==> config.mk <==
export PLATFORM = sky130hd
export DESIGN_NAME = http_request_head_parser
export DESIGN_NICKNAME = d
export VERILOG_FILES = /design/src/hw/rtl/hrhp_pkg.sv /design/src/hw/rtl/http_request_head_parser.sv
export SDC_FILE = /design/constraint.sdc
export NUM_CORES = 1
export LEC_CHECK = 0
export BUFFER_PORTS_ARGS = -buffer_cell sky130_fd_sc_hd__buf_2
export CAP_MARGIN = 20
export CORE_MARGIN = 5
export CORE_UTILIZATION = 35
export CTS_CLUSTER_DIAMETER = 150
export DETAILED_ROUTE_END_ITERATION = 12
export GPL_ROUTABILITY_DRIVEN = 0
export PLACE_DENSITY = 0.62
export SETUP_SLACK_MARGIN = 0.5
export SYNTH_ARGS = -nofsm -noshare
export SYNTH_HDL_FRONTEND = slang
export SYNTH_SLANG_ARGS = --single-unit
==> constraint.sdc <==
create_clock -name clk -period 5 [get_ports clk]
set_input_delay 0.5 -clock clk [delete_from_list [all_inputs] [get_ports clk]]
set_output_delay 0.5 -clock clk [all_outputs]
set_load 0.02 [all_outputs]
==> src/hw/rtl/hrhp_pkg.sv <==
// ----------------------------------------------------------------------------
// HTTP request head parser package
// Shared transaction types, token and status codes, and character constants.
// ----------------------------------------------------------------------------
package hrhp_pkg;

  // Input transaction: one raw byte of the request buffer.
  typedef struct packed {
    logic [7:0] data_byte;
    logic       first_byte;
    logic       last_byte;
  } hrhp_in_t;

  // Output transaction: the byte with its tag and the parse results so far.
  typedef struct packed {
    logic [7:0] byte_out;
    logic [3:0] token_kind;
    logic [1:0] parse_status;
    logic [1:0] method_code;
    logic [7:0] version_major;
    logic [7:0] version_minor;
    logic [7:0] header_count;
  } hrhp_out_t;

  // Token kinds.
  localparam logic [3:0] TK_METHOD   = 4'd0;
  localparam logic [3:0] TK_SEP      = 4'd1;
  localparam logic [3:0] TK_PATH     = 4'd2;
  localparam logic [3:0] TK_PROTO    = 4'd3;
  localparam logic [3:0] TK_MAJOR    = 4'd4;
  localparam logic [3:0] TK_MINOR    = 4'd5;
  localparam logic [3:0] TK_HNAME    = 4'd6;
  localparam logic [3:0] TK_HVALUE   = 4'd7;
  localparam logic [3:0] TK_LINE_END = 4'd8;
  localparam logic [3:0] TK_BODY     = 4'd9;

  // Parse status.
  localparam logic [1:0] ST_MORE = 2'd0;
  localparam logic [1:0] ST_DONE = 2'd1;
  localparam logic [1:0] ST_BAD  = 2'd2;

  // Method codes.
  localparam logic [1:0] MC_NONE = 2'd0;
  localparam logic [1:0] MC_GET  = 2'd1;
  localparam logic [1:0] MC_POST = 2'd2;
  localparam logic [1:0] MC_PUT  = 2'd3;

  // Parser phases.
  localparam logic [3:0] PH_METHOD   = 4'd0;
  localparam logic [3:0] PH_PATH     = 4'd1;
  localparam logic [3:0] PH_PROTO    = 4'd2;
  localparam logic [3:0] PH_MAJOR    = 4'd3;
  localparam logic [3:0] PH_MINOR    = 4'd4;
  localparam logic [3:0] PH_RL_SKIP  = 4'd5;
  localparam logic [3:0] PH_HDR_FIRST = 4'd6;
  localparam logic [3:0] PH_HNAME    = 4'd7;
  localparam logic [3:0] PH_HVALUE   = 4'd8;
  localparam logic [3:0] PH_H_SKIP   = 4'd9;
  localparam logic [3:0] PH_HDR_NEXT = 4'd10;
  localparam logic [3:0] PH_FINISHED = 4'd11;

  // Characters and packed method words.
  localparam logic [7:0]  CH_SPACE = 8'h20;
  localparam logic [7:0]  CH_CR    = 8'h0D;
  localparam logic [7:0]  CH_LF    = 8'h0A;
  localparam logic [7:0]  CH_COLON = 8'h3A;
  localparam logic [7:0]  CH_DOT   = 8'h2E;
  localparam logic [7:0]  CH_SLASH = 8'h2F;
  localparam logic [7:0]  CH_ZERO  = 8'h30;
  localparam logic [7:0]  CH_NINE  = 8'h39;
  localparam logic [31:0] WORD_GET  = 32'h0047_4554;
  localparam logic [31:0] WORD_POST = 32'h504F_5354;
  localparam logic [31:0] WORD_PUT  = 32'h0050_5554;
  localparam logic [31:0] WORD_HTTP = 32'h4854_5450;

  // Expected protocol name character at a given position.
  function automatic logic [7:0] proto_char(input logic [1:0] idx);
    logic [7:0] ch;
    case (idx)
      2'd0:    ch = WORD_HTTP[31:24];
      2'd1:    ch = WORD_HTTP[23:16];
      2'd2:    ch = WORD_HTTP[15:8];
      default: ch = WORD_HTTP[7:0];
    endcase
    return ch;
  endfunction

endpackage

==> src/hw/rtl/http_request_head_parser.sv <==
// ----------------------------------------------------------------------------
// HTTP request head parser
// Tags each byte of an HTTP/1.x request head and reports the parse results.
// ----------------------------------------------------------------------------
// Usage: bytes of a request buffer enter on the in_ channel, one per
// transaction, with first_byte marking the start of a new request and
// last_byte marking the end of the received buffer. Every input transaction
// produces exactly one output transaction on the out_ channel carrying the
// byte, its token kind and the status, method, version and header count as
// they stand after that byte.
// Path: an accepted byte is held in the input register, processed from
// there, and its result is written into the result register as soon as
// that register is free, from where it is shown on out_.
// Throughput: one byte per cycle while out_ is not stalled; the per-byte
// phase logic is short enough to sit between the input and result registers.
// Stall: when out_stall holds a valid result, the result stays put and the
// input register keeps its byte; in_stall rises only when the input register
// is full and cannot move forward, so one byte still gets in behind a waiting
// result.
// Reset: rst_n low empties both registers and returns the parser to the
// method phase with all counters and results cleared.
// ----------------------------------------------------------------------------
module http_request_head_parser
  import hrhp_pkg::*;
(
  input  logic      clk,
  input  logic      rst_n,
  input  logic      in_valid,
  output logic      in_stall,
  input  hrhp_in_t  in_data,
  output logic      out_valid,
  input  logic      out_stall,
  output hrhp_out_t out_data
);

  // Pipeline registers and handshake.
  logic      in_valid_r;
  hrhp_in_t  in_data_r;
  logic      out_valid_r;
  hrhp_out_t out_data_r;
  logic      out_free;
  logic      proc_fire;

  // Parser state.
  logic [3:0]  phase_r,       phase_nxt;
  logic [31:0] method_chars_r, method_chars_nxt;
  logic [2:0]  method_len_r,  method_len_nxt;
  logic [2:0]  proto_cnt_r,   proto_cnt_nxt;
  logic        proto_bad_r,   proto_bad_nxt;
  logic [7:0]  major_r,       major_nxt;
  logic [7:0]  minor_r,       minor_nxt;
  logic        digit_seen_r,  digit_seen_nxt;
  logic        digit_stop_r,  digit_stop_nxt;
  logic [1:0]  method_r,      method_nxt;
  logic [7:0]  hdr_count_r,   hdr_count_nxt;
  logic [1:0]  status_r,      status_nxt;

  // State as seen by the current byte, after an optional restart.
  logic [3:0]  cur_phase;
  logic [31:0] cur_method_chars;
  logic [2:0]  cur_method_len;
  logic [2:0]  cur_proto_cnt;
  logic        cur_proto_bad;
  logic [7:0]  cur_major;
  logic [7:0]  cur_minor;
  logic        cur_digit_seen;
  logic        cur_digit_stop;
  logic [1:0]  cur_method;
  logic [7:0]  cur_hdr_count;
  logic [1:0]  cur_status;

  logic [7:0]  b;
  logic        b_is_eol;
  logic        b_is_digit;
  logic [7:0]  acc_sel;
  logic [11:0] acc_prod;
  logic [7:0]  acc_sat;
  logic [3:0]  kind;

  assign out_free  = !out_valid_r || !out_stall;
  assign proc_fire = in_valid_r && out_free;
  assign in_stall  = in_valid_r && !out_free;
  assign out_valid = out_valid_r;
  assign out_data  = out_data_r;

  // A first_byte restarts the parser before its byte is examined.
  always_comb begin
    if (in_data_r.first_byte) begin
      cur_phase        = PH_METHOD;
      cur_method_chars = '0;
      cur_method_len   = '0;
      cur_proto_cnt    = '0;
      cur_proto_bad    = 1'b0;
      cur_major        = '0;
      cur_minor        = '0;
      cur_digit_seen   = 1'b0;
      cur_digit_stop   = 1'b0;
      cur_method       = MC_NONE;
      cur_hdr_count    = '0;
      cur_status       = ST_MORE;
    end else begin
      cur_phase        = phase_r;
      cur_method_chars = method_chars_r;
      cur_method_len   = method_len_r;
      cur_proto_cnt    = proto_cnt_r;
      cur_proto_bad    = proto_bad_r;
      cur_major        = major_r;
      cur_minor        = minor_r;
      cur_digit_seen   = digit_seen_r;
      cur_digit_stop   = digit_stop_r;
      cur_method       = method_r;
      cur_hdr_count    = hdr_count_r;
      cur_status       = status_r;
    end
  end

  assign b          = in_data_r.data_byte;
  assign b_is_eol   = (b == CH_CR) || (b == CH_LF);
  assign b_is_digit = (b >= CH_ZERO) && (b <= CH_NINE);

  // One shared decimal accumulator step for both version fields; the result
  // saturates at 255.
  assign acc_sel  = (cur_phase == PH_MINOR) ? cur_minor : cur_major;
  assign acc_prod = ({4'd0, acc_sel} * 12'd10) + {8'd0, b[3:0]};
  assign acc_sat  = (acc_prod > 12'd255) ? 8'hFF : acc_prod[7:0];

  always_comb begin
    phase_nxt        = cur_phase;
    method_chars_nxt = cur_method_chars;
    method_len_nxt   = cur_method_len;
    proto_cnt_nxt    = cur_proto_cnt;
    proto_bad_nxt    = cur_proto_bad;
    major_nxt        = cur_major;
    minor_nxt        = cur_minor;
    digit_seen_nxt   = cur_digit_seen;
    digit_stop_nxt   = cur_digit_stop;
    method_nxt       = cur_method;
    hdr_count_nxt    = cur_hdr_count;
    status_nxt       = cur_status;
    kind             = TK_BODY;

    unique case (cur_phase) inside
      PH_METHOD: begin
        if (b == CH_SPACE) begin
          kind = TK_SEP;
          if (cur_method_len == 3'd3 && cur_method_chars == WORD_GET) begin
            method_nxt = MC_GET;
          end else if (cur_method_len == 3'd4 && cur_method_chars == WORD_POST) begin
            method_nxt = MC_POST;
          end else if (cur_method_len == 3'd3 && cur_method_chars == WORD_PUT) begin
            method_nxt = MC_PUT;
          end
          if (method_nxt == MC_NONE) begin
            status_nxt = ST_BAD;
            phase_nxt  = PH_FINISHED;
          end else begin
            phase_nxt = PH_PATH;
          end
        end else begin
          kind             = TK_METHOD;
          method_chars_nxt = {cur_method_chars[23:0], b};
          if (cur_method_len < 3'd5) begin
            method_len_nxt = cur_method_len + 3'd1;
          end
        end
      end
      PH_PATH: begin
        if (b == CH_SPACE) begin
          kind      = TK_SEP;
          phase_nxt = PH_PROTO;
        end else begin
          kind = TK_PATH;
        end
      end
      PH_PROTO: begin
        if (b == CH_SLASH) begin
          kind = TK_SEP;
          if (cur_proto_cnt != 3'd4 || cur_proto_bad) begin
            status_nxt = ST_BAD;
            phase_nxt  = PH_FINISHED;
          end else begin
            phase_nxt = PH_MAJOR;
          end
        end else begin
          kind = TK_PROTO;
          if (cur_proto_cnt >= 3'd4 || proto_char(cur_proto_cnt[1:0]) != b) begin
            proto_bad_nxt = 1'b1;
          end else begin
            proto_cnt_nxt = cur_proto_cnt + 3'd1;
          end
        end
      end
      PH_MAJOR: begin
        if (b == CH_DOT) begin
          kind = TK_SEP;
          if (!cur_digit_seen) begin
            status_nxt = ST_BAD;
            phase_nxt  = PH_FINISHED;
          end else begin
            phase_nxt      = PH_MINOR;
            digit_seen_nxt = 1'b0;
            digit_stop_nxt = 1'b0;
          end
        end else begin
          kind = TK_MAJOR;
          if (!cur_digit_stop) begin
            if (b_is_digit) begin
              major_nxt      = acc_sat;
              digit_seen_nxt = 1'b1;
            end else begin
              digit_stop_nxt = 1'b1;
            end
          end
        end
      end
      PH_MINOR: begin
        if (b_is_eol) begin
          kind = TK_LINE_END;
          if (!cur_digit_seen) begin
            status_nxt = ST_BAD;
            phase_nxt  = PH_FINISHED;
          end else begin
            phase_nxt = PH_RL_SKIP;
          end
        end else begin
          kind = TK_MINOR;
          if (!cur_digit_stop) begin
            if (b_is_digit) begin
              minor_nxt      = acc_sat;
              digit_seen_nxt = 1'b1;
            end else begin
              digit_stop_nxt = 1'b1;
            end
          end
        end
      end
      PH_RL_SKIP: begin
        kind      = TK_LINE_END;
        phase_nxt = PH_HDR_FIRST;
      end
      PH_H_SKIP: begin
        kind      = TK_LINE_END;
        phase_nxt = PH_HDR_NEXT;
      end
      PH_HDR_FIRST, PH_HDR_NEXT: begin
        if (b_is_eol) begin
          kind       = TK_LINE_END;
          status_nxt = (cur_phase == PH_HDR_FIRST) ? ST_BAD : ST_DONE;
          phase_nxt  = PH_FINISHED;
        end else if (b == CH_COLON) begin
          kind      = TK_SEP;
          phase_nxt = PH_HVALUE;
        end else begin
          kind      = TK_HNAME;
          phase_nxt = PH_HNAME;
        end
      end
      PH_HNAME: begin
        if (b == CH_COLON) begin
          kind      = TK_SEP;
          phase_nxt = PH_HVALUE;
        end else begin
          kind = TK_HNAME;
        end
      end
      PH_HVALUE: begin
        if (b_is_eol) begin
          kind = TK_LINE_END;
          if (cur_hdr_count != 8'hFF) begin
            hdr_count_nxt = cur_hdr_count + 8'd1;
          end
          phase_nxt = PH_H_SKIP;
        end else begin
          kind = TK_HVALUE;
        end
      end
      default: begin
        kind      = TK_BODY;
        phase_nxt = PH_FINISHED;
      end
    endcase

    // The end of the buffer settles a pending status: before the header
    // section it is a bad request, inside it the head counts as complete.
    if (in_data_r.last_byte && status_nxt == ST_MORE) begin
      status_nxt = (phase_nxt <= PH_HDR_FIRST) ? ST_BAD : ST_DONE;
      phase_nxt  = PH_FINISHED;
    end
  end

  // Handshake and parser state.
  always_ff @(posedge clk) begin
    if (!rst_n) begin
      in_valid_r     <= 1'b0;
      out_valid_r    <= 1'b0;
      phase_r        <= PH_METHOD;
      method_chars_r <= '0;
      method_len_r   <= '0;
      proto_cnt_r    <= '0;
      proto_bad_r    <= 1'b0;
      major_r        <= '0;
      minor_r        <= '0;
      digit_seen_r   <= 1'b0;
      digit_stop_r   <= 1'b0;
      method_r       <= MC_NONE;
      hdr_count_r    <= '0;
      status_r       <= ST_MORE;
    end else begin
      if (in_valid && !in_stall) begin
        in_valid_r <= 1'b1;
      end else if (proc_fire) begin
        in_valid_r <= 1'b0;
      end
      if (proc_fire) begin
        out_valid_r <= 1'b1;
      end else if (!out_stall) begin
        out_valid_r <= 1'b0;
      end
      if (proc_fire) begin
        phase_r        <= phase_nxt;
        method_chars_r <= method_chars_nxt;
        method_len_r   <= method_len_nxt;
        proto_cnt_r    <= proto_cnt_nxt;
        proto_bad_r    <= proto_bad_nxt;
        major_r        <= major_nxt;
        minor_r        <= minor_nxt;
        digit_seen_r   <= digit_seen_nxt;
        digit_stop_r   <= digit_stop_nxt;
        method_r       <= method_nxt;
        hdr_count_r    <= hdr_count_nxt;
        status_r       <= status_nxt;
      end
    end
  end

  // Payload registers.
  always_ff @(posedge clk) begin
    if (in_valid && !in_stall) begin
      in_data_r <= in_data;
    end
    if (proc_fire) begin
      out_data_r.byte_out      <= b;
      out_data_r.token_kind    <= kind;
      out_data_r.parse_status  <= status_nxt;
      out_data_r.method_code   <= method_nxt;
      out_data_r.version_major <= major_nxt;
      out_data_r.version_minor <= minor_nxt;
      out_data_r.header_count  <= hdr_count_nxt;
    end
  end

endmodule

# After elaboration in Yosys (flattened, before gate mapping)
# Index checks and enable logic that the tools add are counted.
# Widths: inputs -> output; s select.
[totals]
wordCells = 183
input_bits = 14
mem_bits_ro = 0
latch_bits = 0
register_bits = 125
memories = 0
mem_bits_rw = 0
out_inout_bits = 42
[classes]
n_bitwise = 0
n_eq_ne = 27
order_cmp = 6
div_mod_pow = 0
n_shift = 0
n_mux = 97
addsub = 4
n_mul = 1
reduce_logical = 24
[ops]
columns = ["op", "count"]
rows = [
  ["$mux 8", 18],
  ["$mux 32", 3],
  ["$mux 4", 18],
  ["$eq 32x23->1 const B", 2],
  ["$mux 2", 22],
  ["$pmux 4 s10", 1],
  ["$pmux 4 s9", 1],
  ["$eq 32x31->1 const B", 1],
  ["$eq 8x6->1 const B", 4],
  ["$mux 3", 10],
  ["$mux 1", 20],
  ["$eq 4x3->1 const B", 4],
  ["$eq 8x4->1 const B", 2],
  ["$add 12x4->12", 1],
  ["$eq 4x4->1 const B", 3],
  ["$gt 12x8->1 const B", 1],
  ["$mul 8x3->11 const B", 1],
  ["$pmux 2 s5", 1],
  ["$pmux 5 s2", 1],
  ["$add 8x1->8 const B", 1],
  ["$eq 4x2->1 const B", 2],
  ["$ge 8x6->1 const B", 1],
  ["$le 8x6->1 const B", 1],
  ["$logic_and 1x1->1", 8],
  ["other kinds (20)", 32],
]

# Longest topological paths before layout
# Gate-level depths: netlist of the first run.
[logic_depth]
depth_word = 15
depth_mapped = 17
ltp_nobuf = 14

# Least setup slack after synthesis of the first run
# No wires, ideal clock.
[synth_path]
path_type = "reg-to-reg"
start = "reg in_data_r[1] in the netlist's numbering"
end = "reg out_data_r, in the netlist out_data[10] (data pin)"
stages_incl_launch_ff = 18
path_slack_ns = 0.526
n_path_buf = 6
t_required_ns = 4.723
arrival_ns = 4.196
cell_sequence = "edfxtp_1 > buf_2 > clkbuf_8 > clkbuf_1 > clkbuf_8 > clkbuf_1 > a21oi_1 > ha_1 > ha_1 > fa_1 > xnor2_1 > or2_2 > nor4_1 > nand4b_1 > or4b_1 > o21ai_2 > buf_6 > a31oi_1"
[synth_between]
elab_chain_cells = 11
[synth_lines]
columns = ["item", "line", "source"]
rows = [
  ["from (decl)", "http_request_head_parser.sv:38", "hrhp_in_t in_data_r;"],
  ["from (signal assigned)", "http_request_head_parser.sv:339", "in_data_r <= in_data;"],
  ["$mux 4", "http_request_head_parser.sv:88", "if (in_data_r.first_byte) begin"],
  ["$eq 4x3->1", "http_request_head_parser.sv:123", "assign acc_sel = (cur_phase == PH_MINOR) ? cur_minor : cur_major;"],
  ["$mux 8", "http_request_head_parser.sv:123", ""],
  ["$mul 8x3->11", "http_request_head_parser.sv:124", "assign acc_prod = ({4'd0, acc_sel} * 12'd10) + {8'd0, b[3:0]};"],
  ["$add 12x4->12", "http_request_head_parser.sv:124", ""],
  ["$gt 12x8->1", "http_request_head_parser.sv:125", "assign acc_sat = (acc_prod > 12'd255) ? 8'hFF : acc_prod[7:0];"],
  ["$mux 8", "http_request_head_parser.sv:125", ""],
  ["$mux 8", "http_request_head_parser.sv:228", "if (b_is_digit) begin"],
  ["$mux 8", "http_request_head_parser.sv:227", "if (!cur_digit_stop) begin"],
  ["$mux 8", "http_request_head_parser.sv:217", "if (b_is_eol) begin"],
  ["$mux 8 (*)", "http_request_head_parser.sv:142", "unique case (cur_phase) inside"],
  ["net minor_nxt[2]", "http_request_head_parser.sv:51", "logic [7:0] minor_r, minor_nxt;"],
  ["to (decl)", "http_request_head_parser.sv:40", "hrhp_out_t out_data_r;"],
]
# Mark *: on every way through the listed nets, which the timed path passes. The rest lies on a longest branch.
# A chain may end at the register's enable or synchronous reset.

# Worst setup path in the final report of the first run
[layout_path]
start = "reg phase_r[2]"
end = "reg out_data_r, in the netlist out_data[19] (data pin)"
[layout_between]
elab_chain_cells = 11
[layout_lines]
columns = ["item", "line", "source"]
rows = [
  ["from (decl)", "http_request_head_parser.sv:45", "logic [3:0] phase_r, phase_nxt;"],
  ["from (signal assigned)", "http_request_head_parser.sv:320", "phase_r <= phase_nxt;"],
  ["$mux 4 (*)", "http_request_head_parser.sv:88", ""],
  ["$eq 4x3->1", "http_request_head_parser.sv:123", ""],
  ["$mux 8", "http_request_head_parser.sv:123", ""],
  ["$mul 8x3->11", "http_request_head_parser.sv:124", ""],
  ["$add 12x4->12", "http_request_head_parser.sv:124", ""],
  ["$gt 12x8->1", "http_request_head_parser.sv:125", ""],
  ["$mux 8", "http_request_head_parser.sv:125", ""],
  ["$mux 8", "http_request_head_parser.sv:207", "if (b_is_digit) begin"],
  ["$mux 8", "http_request_head_parser.sv:206", "if (!cur_digit_stop) begin"],
  ["$mux 8", "http_request_head_parser.sv:194", "if (b == CH_DOT) begin"],
  ["$mux 8 (*)", "http_request_head_parser.sv:142", ""],
  ["net major_nxt[3]", "http_request_head_parser.sv:50", "logic [7:0] major_r, major_nxt;"],
]
# Marks and branches as above.

==> parameters.txt, run 1 <==
Parameter                              Value

Timing
  Minimum clock period    4340 ps
  Max Transition Viols Final    0
  Highest Clock Rate    0.230 GHz
  Setup violators final    0
  Worst-Margin Slew    1020 ps
  Unrepaired setup endpoints after global routing    no
  Final number of hold-violating endpoints    0
  Accumulated negative setup slack    0 ps
  Clock skew    11.9 ps
  Slew headroom    32.3%
  Part of the cycle the worst path needs    86.8%

Final layout
  Footprint of the flip-flops and latches    3000 µm²
  Final Net Count    855
  Ratio of cells with drive above 1 in the final layout    18.1%
  Count of antenna diodes in the layout    0
  Combined area of the multi-input logic cells    3920 µm²
  Growth of design area from synthesis to finish    15.3%
  Top library cells by usage in the layout, fill and taps aside    dfxtp_1 (75), nand2_1 (66), a22oi_1 (58)
  Cell area after layout    8340 µm²
  Leading cell type in the layout, fill and taps excluded    dfxtp_1
  Fill count    around 2000
  Final cell utilization of the core    between 40% and 50%
  Post-Layout Cell Count    1103

Clocking
  Clock root cell    clkbuf_16
  Clock latency on the worst-skew pair    420 ps
  CTS tree    done
  Sinks on Clock Net    125
  Clock transition time at the flip-flop clock pins of the worst setup and hold paths    roughly 60 ps
  Cts bufs inserted    17
  Maximum level of the CTS H-tree    4
  Count of hold buffers inserted by post-cts repair    0
  Maximum clock path buffer count    2

Routing
  Antenna-violating nets left    0
  DRC marker count from the first detailed-route iteration    411
  Initial DRT Pass Iterations    5
  Count of unresolved DRC violations after routing    0
  Routed wire length per instance    approximately 17 µm
  Total Wirelength    19100 µm
  Ratio of routed vias to standard cells    approximately 5.6
  Routed vias    ~6200

Die
  Site row count    52
  Overall die height    154 µm
  Core area    slightly above 20000 µm²
  Die Footprint    23600 µm²
  Number of primary I/O pins    56
  Initial core utilization    35.6%
  Die extent in x    roughly 150 µm

Critical path
  Biggest cell delay along the critical path    580 ps
  Critical path capture point type    register
  Critical path cell sequence    buf_4, nor3b_2, nand2_1, mux2i_1, nor2_1, ha_1, ha_1, fa_1, xnor2_1, or2_2, nor4_4, nand4b_1, or4b_4, o21ai_2, buf_4, a22oi_1
  Largest fanout on the critical path    19
  Classification of the worst setup path    register to register
  Buf+Inv Stages, Crit Path    2
  Type of origin of the critical path    register
  Critical Path RT    ~5000 ps
  Master of the slowest instance on the critical path    or4b_4
  Arrival @ worst endpoint    4480 ps
  Setup slack of the most critical reg-to-reg path    approximately 660 ps
  Crit path max-delay family    simple AND/OR/NAND/NOR gates

Global route
  Maximum number of pins on one net before global-route repair    55
  Global-route usage over all layers    between 15 and 20%
  Wire length of the first global-routing pass    30200 µm
  Total overflow reported by the global router    0
  Number of antenna violations at the first check in global routing    0
  Via count of the first global-routing pass    around 5700

Pwr
  Switching fraction of total power    approximately a quarter
  Gate power share    7.9%
  Register share of total power    between 40% and 50%
  Largest voltage drop on the vdd net    0.000208 V
  Power per cell area    312 nW/µm²
  Net switching power of the design    0.000640 W
  Internal power    0.00196 W
  Clock network power share    48.9%
  Total power draw    0.00260 W
  Leakage power of the design    around 3 nW

Logic synthesis
  Number of different library cells in the post-synthesis netlist    91
  Post-synth ARST share    0%
  Share of the synthesized area in the top cell type    about a fifth
  Avg Inst Size Synth    9.34 µm²
  Proportion of synthesized chip area in sequential cells    41.5%
  Flop and latch count out of synthesis    125
  Syn Std Cell Area    just over 7000 µm²
  Cell taking the most area after synthesis    dfxtp_1
  Gate count of the mapped netlist    774
  Synth area leaders    dfxtp_1 (21%), edfxtp_1 (21%), a22oi_1 (6.0%)
  Dominant register cell in the synthesized netlist    dfxtp_1
  Post-synthesis net count    809
  Count of flip-flops with a built-in enable after synthesis    50
  Yosys warning count    0

Placement
  Placed cells    1068
  Final HPWL DP    roughly 13000 µm
  DP Area    ~7700 µm²
  PortBufs    55

Run status
  Status    complete, no violations

Worst hold path
  Hold/Removal Path Class    input pin to register

Job
  Max Cap Viol    0
timing repair:
action,CTS,global route
pin swaps,0,1
setup buffers,0,2
endpoints found under the setup margin,32,32
gates resized for setup,3,6
gates cloned,0,1
path summary, 6_finish.rpt:
kind              depth (start not counted)             end      startpoint
setup reg to reg                         16    out_data[19]      phase_r[2]
hold / removal                            1            b[1]      in_data[3]
hold reg to reg                           2  hdr_count_r[6]  hdr_count_r[6]
setup / recovery                         16    out_data[19]      phase_r[2]
stage by stage:
step / setup slack [ps] / hold slack (ps)
floorplan: 526 / 452
global placement: 404 / 467
detailed placement: 279 / 476
CTS: 501 / 234
global route: 479 / 236
finish: 661 / 250
worst register-to-register path, stage by stage, from the launching register on:
cell and delay [ps]:
dfxtp_1 320, buf_4 230, nor3b_2 230, nand2_1 190
mux2i_1 170, nor2_1 210, ha_1 290, ha_1 240
fa_1 410, xnor2_1 200, or2_2 350, nor4_4 180
nand4b_1 120, or4b_4 580, o21ai_2 90, buf_4 180
a22oi_1 80
power by group through the flow:
stage                     clock network (W)  logic [W]  registers [W]
after floorplan                           0   0.000138        0.00115
after global routing                0.00134   0.000223        0.00113
after CTS                           0.00130   0.000206        0.00112
after detailed placement                  0   0.000205        0.00114
after global placement                    0   0.000204        0.00114
final                               0.00127   0.000206        0.00112
synthesized netlist by cell type, types with 9 or more instances:
cell      count
a21boi_0      9
a21o_1       12
a21oi_1      50
a22oi_1      58
clkbuf_1     23
clkbuf_8      9
dfxtp_1      75
edfxtp_1     50
ha_1         19
inv_1        17
nand2_1      66
nand2b_1      9
nand3_1      21
nand4_1      10
nor2_1       53
nor2b_1      49
nor3_1       14
nor4_1       10
o21ai_0      46
xnor2_1      11
state kept, by name (all words and copies together), names as in the netlist:
signal / count
out_data: 40
method_chars_r: 32
b: 8
hdr_count_r: 8
major_r: 8
minor_r: 8
phase_r: 4
method_len_r: 3
proto_cnt_r: 3
in_data_r: 2
method_r: 2
status_r: 2
digit_seen_r: 1
digit_stop_r: 1
in_valid_r: 1
out_valid: 1
proto_bad_r: 1
final cells by class:
cell class	instances	share of cell area, %
clock buffers	19	5.31
flip-flops and latches	125	36.0
clock inverters	13	2.00
repair buffers	72	4.88
well taps	270	4.05
inverters	17	0.765
multi-input cells	587	47.0
metal layers:
layer	track usage (%)	up-vias	part of all wire (%)
met5	0	-	0
met4	5.34	0	1.9
met3	3.43	31	6.1
met2	25.5	209	47
met1	20.7	2954	45
li1	-	2988	-
kinds of logic (layout without fill, tap and decap cells):
logic type,Yosys count,in the layout,synth area share (%)
simple gates,303,303,23.7
buf+inv,63,121,5.09
xor+xnor,18,18,2.18
mux,2,2,0.294
compound gates,241,242,23.2
fa+ha+maj,22,22,3.98
flops,125,125,41.5
Power figures use the tool's default switching activity.
==> run 2, diff against run 1 <==
--- a/config.mk
+++ b/config.mk
@@ -8,11 +8,11 @@
 export BUFFER_PORTS_ARGS = -buffer_cell sky130_fd_sc_hd__buf_2
 export CAP_MARGIN = 20
 export CORE_MARGIN = 5
-export CORE_UTILIZATION = 35
+export CORE_UTILIZATION = 60
 export CTS_CLUSTER_DIAMETER = 150
 export DETAILED_ROUTE_END_ITERATION = 12
 export GPL_ROUTABILITY_DRIVEN = 0
-export PLACE_DENSITY = 0.62
+export PLACE_DENSITY = 0.8
 export SETUP_SLACK_MARGIN = 0.5
 export SYNTH_ARGS = -nofsm -noshare
 export SYNTH_HDL_FRONTEND = slang
==> run 2 against run 1 <==
  * Utilization up 28 points
  * Sequential cell count unchanged
  * Fmax about the same
  * Via count up 4.4%
  * Clock skew down 4.2 ps
  * Hold slack better by 2.1 ps
  * Clock power about the same
  * Sequential share of layout area up 0.42 points
  * Register-to-register slack about the same
  * Die area down 39%
  * Power down 0.40%
  * Non-clock buffer count unchanged
  * Critical path type unchanged
  * Critical endpoint is now out_data[15]
  * Largest cell class unchanged
==> parameters.txt, run 2 (same netlist as run 1, synthesis figures left out) <==
Parameter                              Value

Run status
  Status    complete, no violations

Die
  Die Footprint    14300 µm²
  Number of primary I/O pins    between 50 and 60
  Overall die height    120 µm
  Core area    11900 µm²
  Initial core utilization    60.7%
  Die extent in x    120 µm
  Site row count    40

Timing
  Unrepaired setup endpoints after global routing    no
  Setup violators final    0
  Final number of hold-violating endpoints    0
  Slew headroom    a little under a quarter
  Worst-Margin Slew    approximately 1100 ps
  Worst hold slack across all endpoints    252 ps
  Highest Clock Rate    roughly 0.23 GHz
  Clock skew    7.70 ps
  Max Transition Viols Final    0
  Minimum clock period    4340 ps
  Part of the cycle the worst path needs    86.8%
  Accumulated negative setup slack    0 ps

Routing
  Ratio of routed vias to standard cells    about 6.6
  Antenna-violating nets left    0
  Initial DRT Pass Iterations    7
  Routed wire length per instance    18.9 µm
  Count of unresolved DRC violations after routing    0
  Routed vias    6452
  Total Wirelength    18500 µm
  DRC marker count from the first detailed-route iteration    657

Worst hold path
  Number of stages on the worst hold path    1
  Min-Delay Startpoint    in_data[3]
  Hold/Removal Path Class    input pin to register
  Worst Hold Path EP    b[1]

Global route
  Total overflow reported by the global router    0
  Wire length of the first global-routing pass    between 30000 and 40000 µm
  Global-route usage over all layers    26.0%
  Number of antenna violations at the first check in global routing    0
  Via count of the first global-routing pass    approximately 6100
  Maximum number of pins on one net before global-route repair    70

Critical path
  Critical path capture point type    register
  Critical Path RT    5150 ps
  Largest fanout on the critical path    9
  Depth of the worst register-to-register path    15
  Number of cells on the critical path    15
  Critical path cell sequence    buf_4, nor3b_4, nand2_4, mux2i_2, nor2_2, ha_1, ha_1, fa_1, xnor2_1, or2_2, nor4_4, nand4b_1, or4b_4, o21ai_2, a21oi_1
  Timing startpoint of the critical path    in_data_r[1]
  Buf+Inv Stages, Crit Path    1
  Crit path max-delay family    simple AND/OR/NAND/NOR gates
  End of the worst register-to-register path    out_data[15]
  Master of the slowest instance on the critical path    or4b_4
  Critical Path Most Common Cell    ha_1
  Arrival @ worst endpoint    4500 ps
  Setup slack of the most critical reg-to-reg path    660 ps
  Biggest cell delay along the critical path    610 ps
  Classification of the worst setup path    register to register
  Type of origin of the critical path    register
  Critical register-to-register path startpoint    in_data_r[1]

Pwr
  Register share of total power    43.3%
  Largest voltage drop on the vdd net    0.000212 V
  Switching fraction of total power    between 20 and 25%
  Power per cell area    between 300 and 400 nW/µm²
  Gate power share    8.1%
  Net switching power of the design    around 0.00059 W
  Total power draw    0.00259 W
  Leakage power of the design    approximately 3 nW
  Internal power    0.00200 W
  Clock network power share    between 40% and 50%

Clocking
  Cts bufs inserted    17
  Clock latency on the worst-skew pair    430 ps
  Maximum clock path buffer count    2
  CTS tree    done
  Sinks on Clock Net    125
  Clock transition time at the flip-flop clock pins of the worst setup and hold paths    ~60 ps
  Maximum level of the CTS H-tree    4
  Clock root cell    clkbuf_16

Final layout
  Leading cell type in the layout, fill and taps excluded    dfxtp_1
  Cell area after layout    8240 µm²
  Count of antenna diodes in the layout    0
  Ratio of cells with drive above 1 in the final layout    between 10% and 20%
  Top library cells by usage in the layout, fill and taps aside    dfxtp_1 (75), nand2_1 (65), a22oi_1 (58)
  Flip-flop count of the largest register, all copies and words added    40
  Final Net Count    856
  Growth of design area from synthesis to finish    14.0%

Job
  Max Cap Viol    0

Placement
  Final HPWL DP    12300 µm
  DP Area    7490 µm²
  PortBufs    55
[run 2: cell count changes in the layout (fill, tap and decap cells not counted), sizes merged]
cell,change
clkinv,-4
inv,-1
clkbuf,+9
clkinvlp,-3
o21ai,+1
bufinv,-2
[run 2: layout make-up]
type                    instances  area (µm²)
clock inverters                 3        40.0
inverters                      17        63.8
fillers                       899        3670
flip-flops and latches        125        3000
repair buffers                 72         415
multi-input cells             588        3960
clock buffers                  28         582
well taps                     147         184
[run 2: metal layers]
layer,share of wire (%),GRT usage (%),vias to the layer above
met5,0,0,-
met2,48,43.4,346
met4,3.7,13.3,0
met3,9.1,5.75,72
li1,-,-,3000
met1,39,31.7,3034
[run 2: worst max-delay path by stage]
stage	end	slack, ps
2_1_floorplan	out_data[10]	530
3_3_place_gp	out_data[23]	160
3_5_place_dp	out_data[17]	-100
4_1_cts	out_data[13]	540
5_1_grt	out_data[10]	490
6_report	out_data[15]	660
[run 2: what timing repair did]
| action | CTS | global route |
|---|---|---|
| buffers inserted | 0 | 3 |
| gates resized for setup | 8 | 6 |
| gates cloned | 2 | 0 |
| setup endpoints to repair | 32 | 32 |
| hold buffers | 0 | 0 |
| pin swaps | 1 | 4 |
[run 2: metrics by stage]
| stage | std cells | worst slack [ps] | utilization [%] |
|---|---|---|---|
| after floorplan | 774 | 526 | - |
| after CTS | 976 | 541 | 68.6 |
| after detailed placement | 943 | -98.1 | 62.9 |
| after global placement | 943 | 163 | 62.9 |
| after global routing | 980 | 485 | 69.2 |
| final | 980 | 658 | 69.2 |
[run 2: power by group through the flow]
stage          logic (W)  registers (W)  clock network (W)
2_1_floorplan   0.000138        0.00115                  0
3_3_place_gp    0.000197        0.00114                  0
3_5_place_dp    0.000202        0.00114                  0
4_1_cts         0.000205        0.00112            0.00127
5_1_grt         0.000226        0.00112            0.00132
6_report        0.000209        0.00112            0.00126
==> run 3, diff against run 2 <==
--- a/config.mk
+++ b/config.mk
@@ -8,12 +8,13 @@
 export BUFFER_PORTS_ARGS = -buffer_cell sky130_fd_sc_hd__buf_2
 export CAP_MARGIN = 20
 export CORE_MARGIN = 5
-export CORE_UTILIZATION = 60
+export CORE_UTILIZATION = 34
 export CTS_CLUSTER_DIAMETER = 150
 export DETAILED_ROUTE_END_ITERATION = 12
 export GPL_ROUTABILITY_DRIVEN = 0
-export PLACE_DENSITY = 0.8
+export PLACE_DENSITY = 0.5
 export SETUP_SLACK_MARGIN = 0.5
+export SKIP_CTS_REPAIR_TIMING = 1
 export SYNTH_ARGS = -nofsm -noshare
 export SYNTH_HDL_FRONTEND = slang
 export SYNTH_SLANG_ARGS = --single-unit
==> run 3 against run 2 <==
  * Final cell count rose by 13%
  * Sequential share of layout area decreased by 0.30 points
  * Combinational power is essentially flat
  * Global-route usage fell by 9.7 points
  * Routed wire length is 8.8% higher
  * Sequential power about the same
  * Hold slack better by 8.6 ps
  * Fmax shrank 0.50%
  * First-iteration DRC count shrank 44%
  * Cell area is 0.82% higher
  * Die area is 69% higher
  * Sequential cell count unchanged
==> parameters.txt, run 3 (same netlist as run 1, synthesis figures left out) <==
Parameter                              Value

Routing
  Routed wire length per instance    18.2 µm
  Total Wirelength    between 20000 and 25000 µm
  Antenna-violating nets left    0
  Ratio of routed vias to standard cells    5.57
  DRC marker count from the first detailed-route iteration    370
  Routed vias    ~6200
  Count of unresolved DRC violations after routing    0
  Initial DRT Pass Iterations    5

Pwr
  Total power draw    0.00247 W
  Largest voltage drop on the vdd net    ~0.00021 V
  Power per cell area    297 nW/µm²
  Leakage power of the design    2.97 nW

Timing
  Unrepaired setup endpoints after global routing    no
  Final number of hold-violating endpoints    0
  Setup violators final    0
  Max Transition Viols Final    0
  Highest Clock Rate    0.229 GHz
  Worst-Margin Slew    952 ps
  Slew headroom    between 30% and 40%
  Accumulated negative setup slack    0 ps
  Minimum clock period    4360 ps
  Clock skew    9.72 ps
  Part of the cycle the worst path needs    between 80 and 90%

Placement
  PortBufs    55
  Placed cells    between 1000 and 1500
  Final HPWL DP    between 10000 and 15000 µm

Run status
  Status    complete, no violations

Global route
  Global-route usage over all layers    between 15 and 20%
  Total overflow reported by the global router    0
  Maximum number of pins on one net before global-route repair    70
  Wire length of the first global-routing pass    32100 µm
  Via count of the first global-routing pass    a little over 6000
  Number of antenna violations at the first check in global routing    0

Worst hold path
  Hold/Removal Path Class    input pin to register

Final layout
  Fill count    2108
  Leading cell type in the layout, fill and taps excluded    dfxtp_1
  Final Net Count    856
  Growth of design area from synthesis to finish    14.9%
  Post-Layout Cell Count    1108
  Count of antenna diodes in the layout    0
  Top library cells by usage in the layout, fill and taps aside    dfxtp_1 (75), nand2_1 (65), a22oi_1 (58)
  Flip-flop count of the largest register, all copies and words added    40
  Ratio of cells with drive above 1 in the final layout    between 15 and 20%
  Final cell utilization of the core    approximately two fifths

Clocking
  Maximum level of the CTS H-tree    4
  Sinks on Clock Net    125
  Clock root cell    clkbuf_16
  CTS tree    done
  Clock latency on the worst-skew pair    approximately 420 ps
  Clock transition time at the flip-flop clock pins of the worst setup and hold paths    60 ps
  Cts bufs inserted    17
  Maximum clock path buffer count    2

Die
  Die Footprint    24300 µm²
  Number of primary I/O pins    56
  Overall die height    156 µm
  Core area    21000 µm²
  Initial core utilization    34.5%
  Die extent in x    between 150 and 200 µm
  Site row count    53

Critical path
  Critical Path RT    5120 ps
  Setup slack of the most critical reg-to-reg path    640 ps
  Largest fanout on the critical path    15
  Classification of the worst setup path    register to register
  Type of origin of the critical path    register
  Critical path capture point type    register
  Arrival @ worst endpoint    ~4500 ps

Job
  Max Cap Viol    0
[run 3: cell count changes in the layout (fill, tap and decap cells not counted), moves of 2 or more]
cell and delta:
clkbuf_16 -3, a21oi_1 -2, a21oi_2 +2, clkinv_2 +2, clkinvlp_4 +2
[run 3: worst paths after layout]
check | start | to | cells after the start
setup / recovery | in_data_r[1] | out_data[10] | 15
hold / removal | in_data[8] | b[6] | 1
setup reg to reg | in_data_r[1] | out_data[10] | 15
hold reg to reg | method_r[1] | method_r[1] | 2
[run 3: cell type report]
cell class	instances	area [µm²]	area share (%)
Clock inverter	7	65.1	0.783
Tap cell	275	344	4.14
Clock buffer	24	472	5.68
Multi-Input combinational cell	586	3920	47.1
Sequential cell	125	3000	36.1
Inverter	17	63.8	0.768
Timing Repair Buffer	74	448	5.39
[run 3: where the power goes]
group	switching (W)	total [W]	leakage, nW	internal [W]
sequential	0.0000296	0.00112	1.08	0.00109
combinational	0.000139	0.000207	1.63	0.0000683
clock	0.000437	0.00114	0.260	0.000703
[run 3: worst max-delay path, stage by stage (launching register included)]
cell      delay (ps)
edfxtp_1         430
or3b_4           440
nor2_2           130
buf_4            170
nand2_1           80
a21oi_2          200
ha_1             300
fa_2             600
nand2_1           80
or2_2            320
nor4_4           190
nand4b_1         120
or4b_1           570
o21ai_4          150
buf_12           180
a31oi_1          100
[run 3: stage by stage]
step | cell area [µm²] | setup slack, ps | hold WS (ps)
6_report | 8310 | 636 | 261
5_1_grt | 8310 | 436 | 242
3_5_place_dp | 7670 | -68.7 | 485
3_3_place_gp | 7670 | 138 | 472
4_1_cts | 8210 | -71.0 | 242
2_1_floorplan | 7230 | 526 | 452
[run 3: per-layer routing]
metal	up-vias	global-route usage [%]	wire length, µm
met4	0	6.38	586
met3	37	3.61	972
met5	-	0	0
li1	2985	-	-
met2	164	27.2	9620
met1	2987	20.6	8940
